File: src/rtl/dpc_pkg.sv
// shared constants and helpers for the decimal palindrome check pipeline
// no dependencies
`default_nettype none

package dpc_pkg;

	localparam int DEF_VALUE_BITS = 32;
	localparam int DIGIT_BITS     = 4;
	localparam int DD_STEP_BITS   = 8;

	localparam logic [DIGIT_BITS-1:0] DD_THRESH = 4'd5;
	localparam logic [DIGIT_BITS-1:0] DD_ADJ    = 4'd3;

	// decimal digits needed for a magnitude up to 2^(bits-1), never too few
	function automatic int num_digits(input int bits);
		return ((bits - 1) * 30103) / 100000 + 1;
	endfunction

	// shift-and-add-3 correction of one bcd digit
	function automatic logic [DIGIT_BITS-1:0] dd_adjust(input logic [DIGIT_BITS-1:0] d);
		logic [DIGIT_BITS-1:0] r;
		r = d;
		if (d >= DD_THRESH) begin
			r = d + DD_ADJ;
		end
		return r;
	endfunction

endpackage

`default_nettype wire

File: src/rtl/dpc_ifs.sv
// valid/ready channel interfaces for the decimal palindrome check
// depends on dpc_pkg
`default_nettype none

interface dpc_in_if
	import dpc_pkg::*;
#(
	parameter int VALUE_BITS = DEF_VALUE_BITS
) ();
	logic                         valid;
	logic                         ready;
	logic signed [VALUE_BITS-1:0] value;
	logic                         is_last;

	modport source (output valid, value, is_last, input ready);
	modport sink (input valid, value, is_last, output ready);
endinterface

interface dpc_out_if
	import dpc_pkg::*;
#(
	parameter int VALUE_BITS = DEF_VALUE_BITS
) ();
	logic                         valid;
	logic                         ready;
	logic signed [VALUE_BITS-1:0] value_echo;
	logic                         is_palindrome;
	logic                         last_out;

	modport source (output valid, value_echo, is_palindrome, last_out, input ready);
	modport sink (input valid, value_echo, is_palindrome, last_out, output ready);
endinterface

`default_nettype wire

File: src/rtl/dpc_dd_stage.sv
// one pipeline stage of the binary to bcd conversion (shift and add 3)
// depends on dpc_pkg
`default_nettype none

module dpc_dd_stage
	import dpc_pkg::*;
#(
	parameter int VALUE_BITS = DEF_VALUE_BITS,
	parameter int NUM_DIGITS = num_digits(DEF_VALUE_BITS),
	parameter int STEPS      = DD_STEP_BITS
) (
	input  wire logic                               clk,
	input  wire logic                               arst_n,
	input  wire logic                               in_valid,
	output logic                                    in_ready,
	input  wire logic [VALUE_BITS-1:0]              in_bin,
	input  wire logic [NUM_DIGITS*DIGIT_BITS-1:0]   in_bcd,
	input  wire logic [VALUE_BITS-1:0]              in_value,
	input  wire logic                               in_last,
	output logic                                    out_valid,
	input  wire logic                               out_ready,
	output logic [VALUE_BITS-1:0]                   out_bin,
	output logic [NUM_DIGITS*DIGIT_BITS-1:0]        out_bcd,
	output logic [VALUE_BITS-1:0]                   out_value,
	output logic                                    out_last
);

	localparam int BCD_BITS = NUM_DIGITS * DIGIT_BITS;

	logic                  valid_s1;
	logic [VALUE_BITS-1:0] bin_s1;
	logic [BCD_BITS-1:0]   bcd_s1;
	logic [VALUE_BITS-1:0] value_s1;
	logic                  last_s1;
	logic [VALUE_BITS-1:0] bin_nx;
	logic [BCD_BITS-1:0]   bcd_nx;

	always_comb begin
		bin_nx = in_bin;
		bcd_nx = in_bcd;
		for (int s = 0; s < STEPS; s++) begin
			for (int d = 0; d < NUM_DIGITS; d++) begin
				bcd_nx[d*DIGIT_BITS +: DIGIT_BITS] = dd_adjust(bcd_nx[d*DIGIT_BITS +: DIGIT_BITS]);
			end
			bcd_nx = {bcd_nx[BCD_BITS-2:0], bin_nx[VALUE_BITS-1]};
			bin_nx = {bin_nx[VALUE_BITS-2:0], 1'b0};
		end
	end

	assign in_ready = !valid_s1 || out_ready;

	always_ff @(posedge clk or negedge arst_n) begin
		if (!arst_n) begin
			valid_s1 <= 1'b0;
		end else if (in_ready) begin
			valid_s1 <= in_valid;
		end
	end

	always_ff @(posedge clk) begin
		if (in_valid && in_ready) begin
			bin_s1   <= bin_nx;
			bcd_s1   <= bcd_nx;
			value_s1 <= in_value;
			last_s1  <= in_last;
		end
	end

	assign out_valid = valid_s1;
	assign out_bin   = bin_s1;
	assign out_bcd   = bcd_s1;
	assign out_value = value_s1;
	assign out_last  = last_s1;

endmodule

`default_nettype wire

File: src/rtl/dpc_sym_check.sv
// digit count and mirror compare of the bcd digits, two pipeline stages
// depends on dpc_pkg
`default_nettype none

module dpc_sym_check
	import dpc_pkg::*;
#(
	parameter int VALUE_BITS = DEF_VALUE_BITS,
	parameter int NUM_DIGITS = num_digits(DEF_VALUE_BITS)
) (
	input  wire logic                             clk,
	input  wire logic                             arst_n,
	input  wire logic                             in_valid,
	output logic                                  in_ready,
	input  wire logic [NUM_DIGITS*DIGIT_BITS-1:0] in_bcd,
	input  wire logic [VALUE_BITS-1:0]            in_value,
	input  wire logic                             in_last,
	output logic                                  out_valid,
	input  wire logic                             out_ready,
	output logic [VALUE_BITS-1:0]                 out_value,
	output logic                                  out_pal,
	output logic                                  out_last
);

	localparam int LEN_BITS = $clog2(NUM_DIGITS + 1);
	localparam int LEN_CNT  = 2 ** LEN_BITS;

	logic                  valid_s1;
	logic [LEN_BITS-1:0]   len_s1;
	logic [LEN_CNT-1:0]    eq_s1;
	logic [VALUE_BITS-1:0] value_s1;
	logic                  last_s1;
	logic                  ready_s1;

	logic                  valid_s2;
	logic                  pal_s2;
	logic [VALUE_BITS-1:0] value_s2;
	logic                  last_s2;

	logic [LEN_BITS-1:0]   len_nx;
	logic [LEN_CNT-1:0]    eq_nx;

	// digit count: one past the highest nonzero digit
	always_comb begin
		len_nx = '0;
		for (int i = 0; i < NUM_DIGITS; i++) begin
			if (in_bcd[i*DIGIT_BITS +: DIGIT_BITS] != '0) begin
				len_nx = LEN_BITS'(i + 1);
			end
		end
	end

	// mirror match for every possible digit count
	always_comb begin
		eq_nx = '0;
		for (int l = 0; l <= NUM_DIGITS; l++) begin
			eq_nx[l] = 1'b1;
			for (int i = 0; i < l / 2; i++) begin
				if (in_bcd[i*DIGIT_BITS +: DIGIT_BITS] != in_bcd[(l-1-i)*DIGIT_BITS +: DIGIT_BITS]) begin
					eq_nx[l] = 1'b0;
				end
			end
		end
	end

	assign ready_s1 = !valid_s2 || out_ready;
	assign in_ready = !valid_s1 || ready_s1;

	always_ff @(posedge clk or negedge arst_n) begin
		if (!arst_n) begin
			valid_s1 <= 1'b0;
			valid_s2 <= 1'b0;
		end else begin
			if (in_ready) begin
				valid_s1 <= in_valid;
			end
			if (ready_s1) begin
				valid_s2 <= valid_s1;
			end
		end
	end

	always_ff @(posedge clk) begin
		if (in_valid && in_ready) begin
			len_s1   <= len_nx;
			eq_s1    <= eq_nx;
			value_s1 <= in_value;
			last_s1  <= in_last;
		end
		if (valid_s1 && ready_s1) begin
			pal_s2   <= eq_s1[len_s1];
			value_s2 <= value_s1;
			last_s2  <= last_s1;
		end
	end

	assign out_valid = valid_s2;
	assign out_value = value_s2;
	assign out_pal   = pal_s2;
	assign out_last  = last_s2;

endmodule

`default_nettype wire

File: src/rtl/decimal_palindrome_check_unit.sv
// Decimal palindrome check. Takes one signed value per word and returns one word with the
// value, a flag that is 1 when the decimal digits of its magnitude read the same both ways
// (zero and single digits count), and the last mark. Fully pipelined: a word can enter every
// cycle unless back-pressure holds it. The pipeline is one magnitude stage, one shift-and-add-3
// stage per 8 bits, then digit count and mirror compare. Back-pressure holds every stage.
// depends on dpc_pkg, dpc_ifs, dpc_dd_stage, dpc_sym_check
`default_nettype none

module decimal_palindrome_check_unit
	import dpc_pkg::*;
#(
	parameter int VALUE_BITS = DEF_VALUE_BITS
) (
	input  wire logic  clk,
	input  wire logic  arst_n,
	dpc_in_if.sink     in_ch,
	dpc_out_if.source  out_ch
);

	localparam int NUM_DIGITS = num_digits(VALUE_BITS);
	localparam int BCD_BITS   = NUM_DIGITS * DIGIT_BITS;
	localparam int N_DD       = (VALUE_BITS + DD_STEP_BITS - 1) / DD_STEP_BITS;

	logic [N_DD:0]         dd_valid;
	logic [N_DD:0]         dd_ready;
	logic [VALUE_BITS-1:0] dd_bin   [N_DD+1];
	logic [BCD_BITS-1:0]   dd_bcd   [N_DD+1];
	logic [VALUE_BITS-1:0] dd_value [N_DD+1];
	logic [N_DD:0]         dd_last;

	logic                  valid_s1;
	logic [VALUE_BITS-1:0] mag_s1;
	logic [VALUE_BITS-1:0] value_s1;
	logic                  last_s1;
	logic [VALUE_BITS-1:0] mag_nx;
	logic [VALUE_BITS-1:0] out_value;

	// magnitude, the most negative value maps to 2^(VALUE_BITS-1) exactly
	always_comb begin
		mag_nx = in_ch.value;
		if (in_ch.value[VALUE_BITS-1]) begin
			mag_nx = ~in_ch.value + VALUE_BITS'(1);
		end
	end

	assign in_ch.ready = !valid_s1 || dd_ready[0];

	always_ff @(posedge clk or negedge arst_n) begin
		if (!arst_n) begin
			valid_s1 <= 1'b0;
		end else if (in_ch.ready) begin
			valid_s1 <= in_ch.valid;
		end
	end

	always_ff @(posedge clk) begin
		if (in_ch.valid && in_ch.ready) begin
			mag_s1   <= mag_nx;
			value_s1 <= in_ch.value;
			last_s1  <= in_ch.is_last;
		end
	end

	assign dd_valid[0] = valid_s1;
	assign dd_bin[0]   = mag_s1;
	assign dd_bcd[0]   = '0;
	assign dd_value[0] = value_s1;
	assign dd_last[0]  = last_s1;

	for (genvar k = 0; k < N_DD; k++) begin : g_dd
		localparam int LEFT  = VALUE_BITS - k * DD_STEP_BITS;
		localparam int STEPS = (LEFT < DD_STEP_BITS) ? LEFT : DD_STEP_BITS;

		dpc_dd_stage #(
			.VALUE_BITS (VALUE_BITS),
			.NUM_DIGITS (NUM_DIGITS),
			.STEPS      (STEPS)
		) u_dd (
			.clk       (clk),
			.arst_n    (arst_n),
			.in_valid  (dd_valid[k]),
			.in_ready  (dd_ready[k]),
			.in_bin    (dd_bin[k]),
			.in_bcd    (dd_bcd[k]),
			.in_value  (dd_value[k]),
			.in_last   (dd_last[k]),
			.out_valid (dd_valid[k+1]),
			.out_ready (dd_ready[k+1]),
			.out_bin   (dd_bin[k+1]),
			.out_bcd   (dd_bcd[k+1]),
			.out_value (dd_value[k+1]),
			.out_last  (dd_last[k+1])
		);
	end

	dpc_sym_check #(
		.VALUE_BITS (VALUE_BITS),
		.NUM_DIGITS (NUM_DIGITS)
	) u_sym (
		.clk       (clk),
		.arst_n    (arst_n),
		.in_valid  (dd_valid[N_DD]),
		.in_ready  (dd_ready[N_DD]),
		.in_bcd    (dd_bcd[N_DD]),
		.in_value  (dd_value[N_DD]),
		.in_last   (dd_last[N_DD]),
		.out_valid (out_ch.valid),
		.out_ready (out_ch.ready),
		.out_value (out_value),
		.out_pal   (out_ch.is_palindrome),
		.out_last  (out_ch.last_out)
	);

	assign out_ch.value_echo = out_value;

endmodule

`default_nettype wire

File: src/flat_wrapper.sv
// flat-port wrapper written by rule: the top's interface ports become plain ports
module decimal_palindrome_check_unit_flat import dpc_pkg::*;
#(
	parameter int VALUE_BITS = DEF_VALUE_BITS
)
  (clk, arst_n, in_ch_valid, in_ch_value, in_ch_is_last, in_ch_ready, out_ch_valid, out_ch_value_echo, out_ch_is_palindrome, out_ch_last_out, out_ch_ready);
  dpc_in_if #(.VALUE_BITS(VALUE_BITS)) in_ch_i ();
  dpc_out_if #(.VALUE_BITS(VALUE_BITS)) out_ch_i ();
  input  wire logic clk;
  input  wire logic arst_n;
  input wire logic [$bits(in_ch_i.valid)-1:0] in_ch_valid;
  input wire logic [$bits(in_ch_i.value)-1:0] in_ch_value;
  input wire logic [$bits(in_ch_i.is_last)-1:0] in_ch_is_last;
  output wire logic [$bits(in_ch_i.ready)-1:0] in_ch_ready;
  output wire logic [$bits(out_ch_i.valid)-1:0] out_ch_valid;
  output wire logic [$bits(out_ch_i.value_echo)-1:0] out_ch_value_echo;
  output wire logic [$bits(out_ch_i.is_palindrome)-1:0] out_ch_is_palindrome;
  output wire logic [$bits(out_ch_i.last_out)-1:0] out_ch_last_out;
  input wire logic [$bits(out_ch_i.ready)-1:0] out_ch_ready;
  assign in_ch_i.valid = in_ch_valid;
  assign in_ch_i.value = in_ch_value;
  assign in_ch_i.is_last = in_ch_is_last;
  assign in_ch_ready = in_ch_i.ready;
  assign out_ch_valid = out_ch_i.valid;
  assign out_ch_value_echo = out_ch_i.value_echo;
  assign out_ch_is_palindrome = out_ch_i.is_palindrome;
  assign out_ch_last_out = out_ch_i.last_out;
  assign out_ch_i.ready = out_ch_ready;
  decimal_palindrome_check_unit #(.VALUE_BITS(VALUE_BITS)) u_core (.clk(clk), .arst_n(arst_n), .in_ch(in_ch_i), .out_ch(out_ch_i));
endmodule
File: config.mk
export PLATFORM = sky130hd
export DESIGN_NAME = decimal_palindrome_check_unit_flat
export DESIGN_NICKNAME = d
export VERILOG_FILES = /design/src/rtl/dpc_pkg.sv /design/src/rtl/dpc_ifs.sv /design/src/rtl/dpc_dd_stage.sv /design/src/rtl/dpc_sym_check.sv /design/src/rtl/decimal_palindrome_check_unit.sv /design/src/flat_wrapper.sv
export SDC_FILE = /design/constraint.sdc
export NUM_CORES = 1
export LEC_CHECK = 0
export ABC_CLOCK_PERIOD_IN_PS = 6550
export BUFFER_PORTS_ARGS = -buffer_cell sky130_fd_sc_hd__buf_2
export CORE_UTILIZATION = 43
export DETAILED_ROUTE_END_ITERATION = 7
export PLACE_DENSITY = 0.63
export SLEW_MARGIN = 40
export SYNTH_ARGS = -nofsm -noshare
export SYNTH_HDL_FRONTEND = slang
export SYNTH_SLANG_ARGS = --single-unit
File: constraint.sdc
create_clock -name clk -period 6.55 [get_ports clk]
set_input_delay 1.31 -clock clk [delete_from_list [all_inputs] [get_ports clk]]
set_output_delay 1.31 -clock clk [all_outputs]
set_load 0.02 [all_outputs]
Word level (Yosys, flattened, before mapping)
Index checks and enable logic that the tools add are counted.

word-level totals
  bits in registers = 480
  input port bits = 37
  output and inout bits = 36
  word-level logic and storage cells = 923

operators by class
  add/sub/neg operators = 266
  magnitude comparators = 266
  equality and inequality tests = 25
  mux-type cells = 286
  bitwise logic cells = 1
  reductions and logical operators = 37

operators with widths
  cell                                                               number
  greater-or-equal comparator 4 x 3 -> 1 bit, second input constant  255
  two-way mux 4 bit                                                  239
  adder 4 x 2 -> 4 bit, second input constant                        234
  inequality test 4 bit                                              25
  two-way mux 3 bit                                                  30
  adder 3 x 2 -> 3 bit, second input constant                        21
  nonzero test 4 bit                                                 10
  adder 32 x 2 -> 32 bit, second input constant                      1
  NOT 32 bit                                                         1
  two-way mux 31 bit                                                 1
  adder 1 x 2 -> 3 bit, both inputs constant                         9
  greater-or-equal comparator 1 x 3 -> 1 bit, both inputs constant   9
  two-way mux 1 bit                                                  12
  OR reduction 3 bit                                                 3
  logical AND 1 bit                                                  7
  logical NOT 1 bit                                                  7
  logical OR 1 bit                                                   7
  two-way mux 2 bit                                                  3
  less-than comparator 4 x 5 -> 1 bit, second input constant         1
  binary-select mux 1 bit (select 4 bit)                             1
  OR reduction 2 bit                                                 2
  OR reduction 4 bit                                                 1
  adder 1 x 2 -> 3 bit, second input constant                        1
  greater-or-equal comparator 1 x 3 -> 1 bit, second input constant  1

Depth between registers and ports, before layout
  depth in word-level cells = 16
  gate-level depth with buffers = 40
  gate-level depth less buffers = 38

Cells and area by module
A second synthesis with hierarchy kept.

unflattened totals
  cell total of the unflattened synthesis = 7354
  area, all modules = 62605.0 um2

modules (own cells, without submodules)
  module                         times used  cells an instance  area an instance (um2)  sequential area each (um2)
  dpc_dd_stage                   4           1725               13950.9                 2937.8
  dpc_sym_check                  1           288                4062.6                  2452.4
  decimal_palindrome_check_unit  1           166                2738.9                  1946.9

Worst setup path after synthesis
No wires, ideal clock.

  path kind = register -> register
  start = register u_core.g_dd[2].u_dd.bcd_s1[28]
  end = register u_core.g_dd[3].u_dd.bcd_s1[38] (data pin)
  setup time = 268 ps
  arrival = 6593 ps
  slack = -311 ps
  stages on the path, launching flop included = 33
  buffers on the path = 0
  path through = edfxtp_1 -> inv_1 -> ha_1 -> inv_1 -> ha_1 -> a21oi_1 -> xnor2_1 -> inv_1 -> ha_1 -> or3_1 -> a31oi_1 -> o21ai_0 -> a211o_1 -> nand4_1 -> ha_1 -> inv_1 -> ha_1 -> a21oi_1 -> xor2_1 -> inv_1 -> ha_1 -> inv_1 -> a211oi_1 -> nand2_1 -> xnor2_1 -> nand2b_1 -> ha_1 -> mux2i_1 -> ha_1 -> nand2b_1 -> a21boi_0 -> o311ai_2 -> mux2i_1

on the way
  word-level cells in the longest chain between the ends = 16
  elaborated cells between the ends (all ways) = 54
  classes of those cells = add/sub (18); order compare (18); mux (18)

ends and longest elaborated chain
  item                                                                                line                          source
  start, declared                                                                     dpc_dd_stage.sv:32            logic [BCD_BITS-1:0] bcd_s1;
  start signal, assigned                                                              dpc_dd_stage.sv:63            bcd_s1 <= bcd_nx;
  adder 4 x 2 -> 4 bit or greater-or-equal comparator 4 x 3 -> 1 bit (tied branches)  dpc_pkg.sv:24, dpc_pkg.sv:23
  two-way mux 4 bit *                                                                 dpc_pkg.sv:23                 if (d >= DD_THRESH) begin
  adder 4 x 2 -> 4 bit or greater-or-equal comparator 4 x 3 -> 1 bit (tied branches)  dpc_pkg.sv:24, dpc_pkg.sv:23
  two-way mux 4 bit                                                                   dpc_pkg.sv:23
  adder 4 x 2 -> 4 bit, or another cell as far along                                  dpc_pkg.sv:24                 r = d + DD_ADJ;
  two-way mux 4 bit or two-way mux 3 bit (tied branches)                              dpc_pkg.sv:23
  adder 4 x 2 -> 4 bit, or another cell as far along                                  dpc_pkg.sv:24
  two-way mux 4 bit or two-way mux 3 bit (tied branches)                              dpc_pkg.sv:23
  adder 4 x 2 -> 4 bit, or another cell as far along                                  dpc_pkg.sv:24
  two-way mux 4 bit or two-way mux 3 bit (tied branches)                              dpc_pkg.sv:23
  adder 4 x 2 -> 4 bit, or another cell as far along                                  dpc_pkg.sv:24
  two-way mux 4 bit or two-way mux 3 bit (tied branches)                              dpc_pkg.sv:23
  adder 4 x 2 -> 4 bit, or another cell as far along                                  dpc_pkg.sv:24
  two-way mux 4 bit or two-way mux 3 bit (tied branches)                              dpc_pkg.sv:23
  greater-or-equal comparator 4 x 3 -> 1 bit or adder 3 x 2 -> 3 bit (tied branches)  dpc_pkg.sv:23, dpc_pkg.sv:24
  two-way mux 3 bit *                                                                 dpc_pkg.sv:23
  net u_core.g_dd[3].u_dd.bcd_nx[38]                                                  dpc_dd_stage.sv:36            logic [BCD_BITS-1:0] bcd_nx;
  end signal, assigned                                                                dpc_dd_stage.sv:63
  end, declared                                                                       dpc_dd_stage.sv:32

The timed path passes the listed nets; every way through them passes the cells marked *.
A chain may end at the register's enable or synchronous reset.

Final worst setup path
Ends and elaborated chain as after synthesis.

==> reports/metrics.cfg <==
[setup_path]
startpoint_type = flop
worstSetupEndpointType = flop
arrival_ns = 6.56
cp.required_ns = 6.90
crit_type = reg -> reg
critPathMaxStageDelay_ns = 0.40
critPathSlowestCell = edfxtp_1
rr_startpoint = u_core.g_dd[2].u_dd.out_bcd[28]
cp-startpoint = u_core.g_dd[2].u_dd.out_bcd[28]
crit_fanout = 5

[detailed_routing]
ant_nets = 0
drt-total-wl_um = 68900
first_pass_iters = 5
vias = 26800
drc = 0
routed_via_density = 5.48
drt_iter0_drc = 1372
wire_per_inst_um = 14.1

[sta]
finalHoldViolCount = 0
fin_crit_sh_pct = 94.8
max_slew.worst_pin.slew_ns = 0.778
finalMaxSlewViolations = 0
period_minus_slack_ns = 6.21
setup_viol = 0
fmax_mhz = 161
maxSlewHeadroom_pct = 47.8
setup-tns-final_ns = 0
postLayoutSetupSlackWorst_ns = 0.339
fin_skew_ns = 0.0401

[place]
dp_slack_ns = -0.127
placed_cells = 4748
place_congestion = 0.847
portBuffers = 72
hpwl_um = 48900

[yosys]
yosysWarningCount = 0
synthesis.nets = 3765
ys_seq_elements = 429
syn_avg_cell_area_um2 = 9.49
postSynthCellCount = 3586
synth_area_um2 = 34000
synth.distinct_cells = 143
async_flop_share_pct = 1.63
ys_seq_area_share_pct = 37.7
synth_ff_type = edfxtp_1
synth_edf_count = 422

[clocking]
htreeDepth = 2
cts_inserted_buffers = 48
postCtsHoldBufs = 0
path_clk_slew_ns = 0.06
clock_latency_ns = 0.61
cts_tree = yes
cts.sinks = 429
cts_buffer_depth = 3
clockRootBuffer = clkbuf_16

[grt]
grt_use_total_pct = 16.4
grt_antenna_before_repair = 2
grt_pass1_wl_um = 115000
first_global_vias = 24600
grt_max_degree = 61
grt_overflow = 0

[die]
die_w_um = 283
start_util_pct = 43.7
fp.dieH_um = 283
io_pins = 73
row_count = 102
die_area_um2 = 80300
core-area_um2 = 77800

[final_layout]
final_common_cell = edfxtp_1
final_cell_count_no_fill = 4898
antenna_cells = 0
drive_gt1_share_pct = 21.4
nFillCells = 7131
final_cell_mix = 422 x edfxtp_1, 289 x nand2_1, 264 x nor2_1, 225 x buf_4, 188 x inv_1
nets = 4001
syn_to_final_growth_pct = 16.3

[outcome]
outcome = complete, no violations

[worst_hold_path]
hold_path.class = reg -> reg
min_from = u_core.g_dd[2].u_dd.out_value[8]

[run]
cap_violations = 0

-- final timing paths --
path	slack (ns)	endpoint	cells after the start
worst max-delay path	0.34	u_core.g_dd[3].u_dd.out_bcd[38]	35
worst min-delay path	0.40	u_core.g_dd[3].u_dd.out_value[8]	0
worst max register to register	0.34	u_core.g_dd[3].u_dd.out_bcd[38]	35
worst min register to register	0.40	u_core.g_dd[3].u_dd.out_value[8]	0
max in group asynchronous	5.85	u_core.g_dd[2].u_dd.out_valid	1
min in group asynchronous	0.55	u_core.valid_s1	1
-- synth_stat cells (73+ instances only) --
library cell / number / area [um^2]
clkbuf_1: 80 / 300
nand2_1: 295 / 1110
nor2_1: 273 / 1020
mux2i_1: 107 / 1070
nand2b_1: 94 / 588
o21ai_0: 193 / 966
ha_1: 142 / 1780
edfxtp_1: 422 / 12700
a21oi_1: 208 / 1040
inv_1: 196 / 736
nand3_1: 73 / 365
xnor2_1: 189 / 1660
-- layer usage --
metal / up-vias / GRT usage [%] / part of all wire, %
met5: - / 0 / 0.036
met4: 4 / 3.74 / 1.7
met3: 87 / 2.56 / 3.6
met2: 317 / 27.4 / 46
met1: 12400 / 22.2 / 48
li1: 14000 / - / -
-- area by class of cell --
type | instances | area [um^2] | share of cell area (%)
Multi-Input combinational cell | 2830 | 21000 | 53.0
Sequential cell | 429 | 12800 | 32.5
Timing Repair Buffer | 302 | 2140 | 5.40
Tap cell | 1040 | 1300 | 3.29
Clock buffer | 56 | 1230 | 3.11
Inverter | 211 | 796 | 2.01
Clock inverter | 30 | 285 | 0.721
-- through the flow --
| stage | instance area (um^2) | util [%] | hold WS [ns] |
|---|---|---|---|
| CTS | 38200 | 49.0 | 0.394 |
| global placement | 36500 | 46.9 | 0.400 |
| detailed placement | 36600 | 47.0 | 0.405 |
| finish | 39600 | 50.8 | 0.397 |
| global route | 39600 | 50.8 | 0.400 |
| floorplan | 34100 | - | 0.400 |
-- critical path: cells and delay by family (launching register included) --
family / cells / cell delay (ns)
multiplexers: 3 / 0.59
buffers and inverters: 5 / 0.36
AND/OR/NAND/NOR: 8 / 1.25
AO/OA/AOI/OAI: 10 / 1.77
adder cells (fa/ha/maj): 7 / 1.26
XOR/XNOR: 2 / 0.33
flip-flops: 1 / 0.40
-- logic make-up (layout without fill, tap and decap cells) --
group / Yosys count / after routing / synth area share (%)
AO/OA/AOI/OAI: 1121 / 1121 / 23.9
multiplexers: 181 / 181 / 5.77
AND/OR/NAND/NOR: 1127 / 1127 / 16.4
adder cells (fa/ha/maj): 150 / 150 / 5.46
buffers and inverters: 327 / 599 / 3.77
flip-flops: 429 / 429 / 37.7
XOR/XNOR: 251 / 251 / 6.93
-- registers in the layout (all words and copies together) (netlist names) --
name	count
u_core.u_sym.valid_s1	1
u_core.mag_s1	32
u_core.g_dd.u_dd.out_valid	4
u_core.u_sym.out_valid	1
u_core.g_dd.u_dd.out_last	4
u_core.last_s1	1
u_core.u_sym.out_value	32
u_core.u_sym.out_pal	1
u_core.g_dd.u_dd.out_bcd	102
u_core.valid_s1	1
u_core.u_sym.last_s1	1
u_core.value_s1	31
u_core.g_dd.u_dd.out_value	127
u_core.u_sym.value_s1	32
u_core.u_sym.out_last	1
u_core.u_sym.eq_s1	9
u_core.u_sym.len_s1	4
u_core.g_dd.u_dd.out_bin	45
-- timing repair --
| action | 4_1_cts | 5_1_grt |
|---|---|---|
| gates resized for setup | 5 | 225 |
| setup endpoints to repair | 8 | 75 |
| pin swaps | 1 | 76 |
| setup buffers | 2 | 62 |
Power is left out: the tool's default activity adds up to more than one toggle a clock period on the data nets, which glitch-free logic cannot reach.
